==> config.mk <==
export PLATFORM = sky130hd
export DESIGN_NAME = packed_array_insert_delete_search_top
export DESIGN_NICKNAME = d
export VERILOG_FILES = /design/src/rtl/padis_pkg.sv /design/src/rtl/padis_ctrl.sv /design/src/rtl/padis_dp.sv /design/src/rtl/packed_array_insert_delete_search_top.sv
export SDC_FILE = /design/constraint.sdc
export NUM_CORES = 2
export LEC_CHECK = 0
export BUFFER_PORTS_ARGS = -buffer_cell sky130_fd_sc_hd__buf_2
export CORE_ASPECT_RATIO = 2
export CORE_MARGIN = 4
export CORE_UTILIZATION = 50
export DETAILED_ROUTE_END_ITERATION = 8
export PLACE_DENSITY = 0.65
export SLEW_MARGIN = 20
export SYNTH_ARGS = -nofsm -noshare
export SYNTH_HDL_FRONTEND = slang
export SYNTH_SLANG_ARGS = --single-unit
==> constraint.sdc <==
create_clock -name clk -period 12.8 [get_ports clk]
set_input_delay 2.56 -clock clk [delete_from_list [all_inputs] [get_ports clk]]
set_output_delay 2.56 -clock clk [all_outputs]
set_load 0.01 [all_outputs]
==> src/rtl/padis_pkg.sv <==
// Shared types and codes for the packed array insert/delete/search block.
package padis_pkg;

	typedef enum logic [1:0] {
		OP_INSERT = 2'd0,
		OP_DELETE = 2'd1,
		OP_FIND   = 2'd2,
		OP_READ   = 2'd3
	} op_t;

	typedef enum logic [1:0] {
		ST_OK      = 2'd0,
		ST_FULL    = 2'd1,
		ST_MISSING = 2'd2,
		ST_BADPOS  = 2'd3
	} status_t;

	typedef enum logic [1:0] {
		S_IDLE = 2'd0,
		S_CMP  = 2'd1,
		S_UPD  = 2'd2
	} state_t;

	// Controller to datapath commands
	typedef struct packed {
		logic load;     // capture the request fields
		logic capture;  // register the per-cell match flags
		logic commit;   // apply the update and load the result register
	} cmd_t;

	localparam int POS_W    = 6;
	localparam int VALUE_W  = 32;
	localparam int INDEX_W  = 5;
	localparam int COUNT_W  = 6;

endpackage

==> src/rtl/padis_ctrl.sv <==
// Controller state machine: request sequencing and output handshake.
module padis_ctrl import padis_pkg::*; (
	input  logic   clk,
	input  logic   arst_n,
	input  logic   in_valid,
	output logic   in_ready,
	output logic   out_valid,
	input  logic   out_ready,
	output cmd_t   cmd,
	output state_t state
);

	state_t state_q, state_d;
	logic   out_valid_q;
	logic   out_free;

	always_ff @(posedge clk or negedge arst_n) begin
		if (!arst_n) begin
			state_q     <= S_IDLE;
			out_valid_q <= 1'b0;
		end else begin
			state_q <= state_d;
			if (cmd.commit)
				out_valid_q <= 1'b1;
			else if (out_ready)
				out_valid_q <= 1'b0;
		end
	end

	always_comb begin
		out_free    = !out_valid_q || out_ready;
		in_ready    = 1'b0;
		cmd         = '0;
		state_d     = state_q;
		unique case (state_q)
			S_IDLE: begin
				in_ready = 1'b1;
				cmd.load = in_valid;
				if (in_valid)
					state_d = S_CMP;
			end
			S_CMP: begin
				cmd.capture = 1'b1;
				state_d     = S_UPD;
			end
			S_UPD: begin
				// hold until the result register can take the transaction
				if (out_free) begin
					cmd.commit = 1'b1;
					in_ready   = 1'b1;
					cmd.load   = in_valid;
					state_d    = in_valid ? S_CMP : S_IDLE;
				end
			end
			default: begin
				state_d = S_IDLE;
			end
		endcase
	end

	assign out_valid = out_valid_q;
	assign state     = state_q;

endmodule

==> src/rtl/padis_dp.sv <==
// Datapath: row of entry cells with parallel compare and shift, count and result register.
module padis_dp import padis_pkg::*; #(
	parameter int DEPTH = 32,
	localparam int CW = $clog2(DEPTH + 1),
	localparam int IW = $clog2(DEPTH),
	localparam int PW = (CW > POS_W) ? CW : POS_W
) (
	input  logic                      clk,
	input  logic                      arst_n,
	input  cmd_t                      cmd,
	input  logic [1:0]                op,
	input  logic [POS_W-1:0]          position,
	input  logic signed [VALUE_W-1:0] item_value,
	output logic [1:0]                status,
	output logic [INDEX_W-1:0]        found_index,
	output logic signed [VALUE_W-1:0] read_data,
	output logic [COUNT_W-1:0]        entry_count,
	output logic [CW-1:0]             count
);

	op_t                      op_q;
	logic [POS_W-1:0]         pos_q;
	logic [VALUE_W-1:0]       val_q;
	logic [VALUE_W-1:0]       cells_q [DEPTH];
	logic [DEPTH-1:0]         match_q;
	logic [CW-1:0]            count_q;

	status_t                  status_q;
	logic [INDEX_W-1:0]       index_q;
	logic [VALUE_W-1:0]       data_q;

	logic                     hit_any;
	logic [IW-1:0]            hit_idx;
	logic [PW-1:0]            pos_ext;
	logic [PW-1:0]            cnt_ext;
	logic                     full;
	logic [VALUE_W-1:0]       rd_word;
	status_t                  st_d;
	logic [INDEX_W-1:0]       idx_d;
	logic [VALUE_W-1:0]       data_d;
	logic [CW-1:0]            cnt_d;
	logic                     do_ins;
	logic                     do_del;

	always_comb begin
		hit_any = |match_q;
		hit_idx = '0;
		// last set flag wins
		for (int k = 0; k < DEPTH; k++)
			if (match_q[k])
				hit_idx = IW'(k);
		pos_ext = PW'(pos_q);
		cnt_ext = PW'(count_q);
		full    = (count_q == CW'(DEPTH));
		rd_word = '0;
		for (int k = 0; k < DEPTH; k++)
			if (PW'(k) == pos_ext)
				rd_word = cells_q[k];
	end

	always_comb begin
		st_d   = ST_OK;
		idx_d  = '0;
		data_d = '0;
		cnt_d  = count_q;
		do_ins = 1'b0;
		do_del = 1'b0;
		unique case (op_q)
			OP_INSERT: begin
				if (full)
					st_d = ST_FULL;
				else if (pos_ext > cnt_ext)
					st_d = ST_BADPOS;
				else begin
					do_ins = 1'b1;
					cnt_d  = count_q + CW'(1);
				end
			end
			OP_DELETE: begin
				if (!hit_any)
					st_d = ST_MISSING;
				else begin
					idx_d  = INDEX_W'(hit_idx);
					do_del = 1'b1;
					cnt_d  = count_q - CW'(1);
				end
			end
			OP_FIND: begin
				if (!hit_any)
					st_d = ST_MISSING;
				else
					idx_d = INDEX_W'(hit_idx);
			end
			OP_READ: begin
				if (pos_ext >= cnt_ext)
					st_d = ST_BADPOS;
				else
					data_d = rd_word;
			end
			default: begin
				st_d = ST_OK;
			end
		endcase
	end

	always_ff @(posedge clk or negedge arst_n) begin
		if (!arst_n) begin
			count_q <= '0;
		end else if (cmd.commit) begin
			count_q <= cnt_d;
		end
	end

	always_ff @(posedge clk) begin
		if (cmd.load) begin
			op_q  <= op_t'(op);
			pos_q <= position;
			val_q <= item_value;
		end
		if (cmd.capture)
			for (int k = 0; k < DEPTH; k++)
				match_q[k] <= (cells_q[k] == val_q) && (CW'(k) < count_q);
		if (cmd.commit) begin
			status_q <= st_d;
			index_q  <= idx_d;
			data_q   <= data_d;
		end
	end

	// Cell row: insert shifts up above the position, delete closes the gap downward
	always_ff @(posedge clk) begin
		if (cmd.commit && do_ins) begin
			for (int k = 1; k < DEPTH; k++)
				if (PW'(k) > pos_ext)
					cells_q[k] <= cells_q[k-1];
			for (int k = 0; k < DEPTH; k++)
				if (PW'(k) == pos_ext)
					cells_q[k] <= val_q;
		end
		if (cmd.commit && do_del) begin
			for (int k = 0; k < DEPTH - 1; k++)
				if (IW'(k) >= hit_idx)
					cells_q[k] <= cells_q[k+1];
		end
	end

	assign status      = status_q;
	assign found_index = index_q;
	assign read_data   = data_q;
	assign entry_count = COUNT_W'(count_q);
	assign count       = count_q;

endmodule

==> src/rtl/packed_array_insert_delete_search_top.sv <==
// Top level of the packed array insert/delete/search block.
//
// Keeps a packed list of up to DEPTH signed 32-bit entries and a count.
// Input channel (in_valid/in_ready) carries op, position and item_value;
// output channel (out_valid/out_ready) returns status, found_index,
// read_data and entry_count, one result transaction per request.
// A request passes a compare state, which checks item_value against every
// cell in parallel and registers the match flags, and an update state, which
// applies the shift and loads the result register; a new request is taken no
// sooner than the last one commits. The cell row shifts all entries at once,
// so the two-step compare/update sequence sets the rate.
// The result register parts the channels: a request can be accepted while
// the previous result waits; if the receiver stalls, the update of the next
// request holds until the pending result is taken.
// Reset clears the count and the handshake state; cell contents are
// undefined until written and are never read above the count.
module packed_array_insert_delete_search_top import padis_pkg::*; #(
	parameter int DEPTH = 32
) (
	input  logic                      clk,
	input  logic                      arst_n,
	input  logic                      in_valid,
	output logic                      in_ready,
	input  logic [1:0]                op,
	input  logic [POS_W-1:0]          position,
	input  logic signed [VALUE_W-1:0] item_value,
	output logic                      out_valid,
	input  logic                      out_ready,
	output logic [1:0]                status,
	output logic [INDEX_W-1:0]        found_index,
	output logic signed [VALUE_W-1:0] read_data,
	output logic [COUNT_W-1:0]        entry_count
);

	localparam int CW = $clog2(DEPTH + 1);

	cmd_t          cmd;
	state_t        state;
	logic [CW-1:0] count;

	padis_ctrl u_ctrl (
		.clk       (clk),
		.arst_n    (arst_n),
		.in_valid  (in_valid),
		.in_ready  (in_ready),
		.out_valid (out_valid),
		.out_ready (out_ready),
		.cmd       (cmd),
		.state     (state)
	);

	padis_dp #(.DEPTH(DEPTH)) u_dp (
		.clk         (clk),
		.arst_n      (arst_n),
		.cmd         (cmd),
		.op          (op),
		.position    (position),
		.item_value  (item_value),
		.status      (status),
		.found_index (found_index),
		.read_data   (read_data),
		.entry_count (entry_count),
		.count       (count)
	);

	a_count_bound: assert property (@(posedge clk) disable iff (!arst_n)
		count <= CW'(DEPTH))
		else $error("entry count exceeds depth");

	a_accept_to_cmp: assert property (@(posedge clk) disable iff (!arst_n)
		(in_valid && in_ready) |=> (state == S_CMP))
		else $error("accepted transaction did not enter compare");

	a_commit_valid: assert property (@(posedge clk) disable iff (!arst_n)
		cmd.commit |=> out_valid)
		else $error("commit did not present a result");

	a_count_stable: assert property (@(posedge clk) disable iff (!arst_n)
		!cmd.commit |=> $stable(count))
		else $error("count changed without a commit");

endmodule

==> results of run 1 <==
[cells in the mapped netlist (116+ instances only)]
cell      instances  area (µm²)
mux2_2          248        2790
xor2_1          684        5990
o21ai_0         667        3340
xnor2_1         346        3030
o22ai_1         125         782
buf_1           140         526
nand4_1         136         851
edfxtp_1       1135       34100
nor2_1          575        2160
nand2_1         702        2640
a21oi_1         509        2550
mux2i_1         717        7180
a31oi_1         116         726
clkbuf_1        517        1940
nor4_1          208        1300
nand3_1         125         626
[per-layer routing]
metal | GRT overflow | GRT usage
met2 | 4 | 0.822
met4 | 1 | 0.638
met5 | 0 | 0.0181
met1 | 0 | 0.599
met3 | 0 | 0.317
[logic make-up after synthesis]
logic type,Yosys count,share of synthesized area
buf+inv,781,0.0403
mux,978,0.129
fa+ha+maj,12,0.00192
simple gates,1991,0.117
xor+xnor,1030,0.115
flops,1144,0.438
compound gates,2013,0.159
[metrics by stage]
stage | utilization | hold WS (ns) | setup slack (ns) | cell area (µm²) | instances
CTS | 0.548 | 0.621 | 6.78 | 85400 | 9912
floorplan | - | 0.525 | 4.01 | 78400 | 7949
detailed placement | 0.524 | 0.603 | 6.18 | 81800 | 9704
global placement | 0.524 | 0.589 | 6.20 | 81700 | 9703
==> flow_metrics.tcl, run 1 <==
set metrics [dict create \
    grt-ovfl-total 5 \
    synth_edf_count 1135 \
    cts_hold_buf 0 \
    die_w_um 288 \
    firstError "[ERROR GRT-0116] Global routing finished with congestion. Check the congestion regions in the DRC Viewer." \
    numCtsBuffers 112 \
    grtUsageTotal 0.593 \
    gp_congestion 1.11 \
    yosys.cell_types.count 97 \
    cts.sink_count 1144 \
    root_buffer "clkbuf_16" \
    start_util 0.503 \
    grt_max_degree 80 \
    syn_nets 8005 \
    num_rows 205 \
    netlist_instances 7949 \
    dpl.hpwl_mm 331 \
    syn_area_per_cell_um2 9.86 \
    netlist_area_um2 78400 \
    yosysWarnings 0 \
    postSynth.topFlopCell "edfxtp_1" \
    status "did not finish" \
    flow.stopped_at "global routing" \
    seq_area_frac_synth 0.438 \
    htreeDepth 3 \
    grt_pass1_vias 74900 \
    cts_setup_buffers 0 \
    cts_buffer_depth 3 \
    ys_ff_latch 1144 \
    cts_resized 0 \
    portBuffers 90 \
    ios 91 \
    async_flop_share 0.00787 \
    die_y_um 568 \
    grt_pass1_wl_mm 673 \
]
==> inputs of run 2 (changes only) <==
--- a/config.mk
+++ b/config.mk
@@ -6,11 +6,10 @@
 export NUM_CORES = 2
 export LEC_CHECK = 0
 export BUFFER_PORTS_ARGS = -buffer_cell sky130_fd_sc_hd__buf_2
-export CORE_ASPECT_RATIO = 2
 export CORE_MARGIN = 4
-export CORE_UTILIZATION = 50
+export CORE_UTILIZATION = 35
 export DETAILED_ROUTE_END_ITERATION = 8
-export PLACE_DENSITY = 0.65
+export PLACE_DENSITY_LB_ADDON = 0.15
 export SLEW_MARGIN = 20
 export SYNTH_ARGS = -nofsm -noshare
 export SYNTH_HDL_FRONTEND = slang
==> run 2 against run 1 <==
Net effect: the run now ends clean; synthesized cell count did not move; area after synthesis unchanged.
==> flow_metrics.tcl, run 2 <==
set metrics [dict create \
    status "finished clean" \
    synthTopCellsByArea "edfxtp_1 (43%), mux2i_1 (9.2%), xor2_1 (7.6%), o21ai_0 (4.3%), xnor2_1 (3.9%)" \
    cts_buffer_depth 3 \
    drtAntennaViolNets 0 \
    crit_path_frequent_cell "buf_2" \
    gp_congestion 0.994 \
    hp-class "reg2reg" \
    netlist_area_um2 78400 \
    syn_area_per_cell_um2 9.86 \
    async_flop_share 0.00787 \
    yosysWarnings 0 \
    min_period_ns 6.34 \
    rsz0062_at_grt "no" \
    cts_setup_buffers 0 \
    nets 7782 \
    clkTransAtPathRegs_ns 0.06 \
    drv_slew 0 \
    die_area_um2 232000 \
    yosys.cell_types.count 97 \
    worstRegToRegCells 10 \
    cts_resized 0 \
    root_buffer "clkbuf_16" \
    crit_arrival_ns 3.78 \
    fmax_mhz 158 \
    die_y_um 481 \
    critPathLaunchType "input pin" \
    die_w_um 481 \
    post-route-util 0.392 \
    dp_cells 10600 \
    htreeDepth 4 \
    vias 72500 \
    ios 91 \
    drt-total-wl_mm 432 \
    core_area_um2 223000 \
    syn_nets 8005 \
    clock_latency_ns 0.85 \
    required_ns 10.24 \
    yosysMostFrequentCell "edfxtp_1" \
    cp-end-kind "output port" \
    drive_gt1_frac 0.132 \
    start_util 0.352 \
    drtPass1Iterations 8 \
    grt-ovfl-total 0 \
    finClkSkew_ns 0.0535 \
    drt_iter0_drc 12800 \
    worstPathMaxFanout 3 \
    netlist_instances 7949 \
    powerDensity_nw_per_um2 114 \
    crit_type "in2out" \
    stdcell_count 10800 \
    regMostFlops "u_dp.cells_q" \
    cts.sink_count 1144 \
    setup_viol 0 \
    yosysTopAreaCell "edfxtp_1" \
    tns_ns 0 \
    synth_edf_count 1135 \
    maxCapViolCount 0 \
    ys_ff_latch 1144 \
    synth_top_area_frac 0.435 \
    dpl.hpwl_mm 306 \
    cpMaxStageDelayCell "a21oi_1" \
    antenna_found_initial 25 \
    cp_slowest_stage_delay_ns 0.66 \
    fillerInstances 22200 \
    min_path_cells 2 \
    drc 0 \
    portBuffers 90 \
    grt_pass1_vias 65900 \
    seq_area_frac_synth 0.438 \
    ys_top_cells_by_count "edfxtp_1 (1135), mux2i_1 (717), nand2_1 (702)" \
    largest_reg_flops 1024 \
    cts_hold_buf 0 \
    timing.final.hold_violations 0 \
    holdWs_ns 0.620 \
    syn_to_final_growth_pct 11.2 \
    vias_per_cell 6.69 \
    cts_tree "built" \
    leakage_nw 30.6 \
    grt_max_degree 68 \
    peakVddDrop_uv 142 \
    worst_pin_slew_ns 1.35 \
    mostFrequentLayoutCell "edfxtp_1" \
    most-common-layout-cells "edfxtp_1 (1135), mux2i_1 (717), nand2_1 (689)" \
    routedWlPerCell_um 39.8 \
    num_rows 173 \
    slew-limit-headroom 0.0912 \
    grtUsageTotal 0.358 \
    grt_pass1_wl_mm 581 \
    numCtsBuffers 148 \
    cp_cell_sequence "buf_2 > nor2b_1 > a21oi_1 > buf_2" \
    postSynth.topFlopCell "edfxtp_1" \
    finalCritPeriodShare 0.496 \
]
-- run 2: cell counts after synthesis --
Identical to the previous run, type by type.
-- run 2: cell families (layout without fill, tap and decap cells) --
kind of cell | count (synthesis) | count (layout) | share of synthesized area
AND/OR/NAND/NOR | 1991 | 1991 | 0.117
other | 0 | 11 | 0
AO/OA/AOI/OAI | 2013 | 2013 | 0.159
adder cells (fa/ha/maj) | 12 | 12 | 0.00192
buffers and inverters | 781 | 677 | 0.0403
XOR/XNOR | 1030 | 1030 | 0.115
flip-flops | 1144 | 1144 | 0.438
multiplexers | 978 | 978 | 0.129
-- run 2: metrics by stage --
stage	power (mW)	setup slack, ns	area (µm²)
after floorplan	5.00	4.01	78400
after global routing	10.1	6.55	87200
final	9.93	6.46	87200
after CTS	9.87	6.53	87100
after detailed placement	5.74	6.01	82500
after global placement	5.73	6.02	82400
-- run 2: where the power goes --
part	leakage (nW)	total, mW	internal, mW	switching [mW]
logic	18.0	1.47	0.388	1.08
registers	10.4	4.28	4.17	0.103
clock network	2.25	4.19	2.30	1.89
total	30.6	9.93	6.86	3.07
-- run 2: worst max-delay path: cells and delay by family --
family          cells  cell delay (ns)
simple gates        1             0.11
buf+inv             2             0.44
compound gates      1             0.66
-- run 2: layer usage --
layer	GRT usage	vias up	wire [µm]
li1	-	29200	-
met1	0.493	36500	170000
met2	0.513	5776	177000
met3	0.105	1008	58200
met4	0.169	16	26100
met5	0	-	104
-- run 2: layout make-up --
class	count	area (µm²)	share of cell area
inverter	27	101	0.00116
antenna	11	27.5	0.000316
clock buffer	179	3860	0.0443
clock inverter	90	754	0.00865
tap	2975	3720	0.0427
sequential	1144	34300	0.394
timing repair buffer	381	2820	0.0323
multi-input combinational	6024	41600	0.477
-- run 2: final timing paths --
| path | startpoint | endpoint | slack (ns) |
|---|---|---|---|
| setup / recovery | out_ready | in_ready | 6.46 |
| hold / removal | u_dp.cells_q[15][48] | u_dp.cells_q[15][16] | 0.62 |
| setup reg to reg | u_dp.pos_ext[0] | u_dp.read_data[19] | 6.98 |
| hold reg to reg | u_dp.cells_q[15][48] | u_dp.cells_q[15][16] | 0.62 |
| max in group asynchronous | arst_n | u_dp.count[0] | 10.91 |
| min in group asynchronous | arst_n | u_ctrl.state[0] | 1.61 |
(Power assumes the default switching activity.)
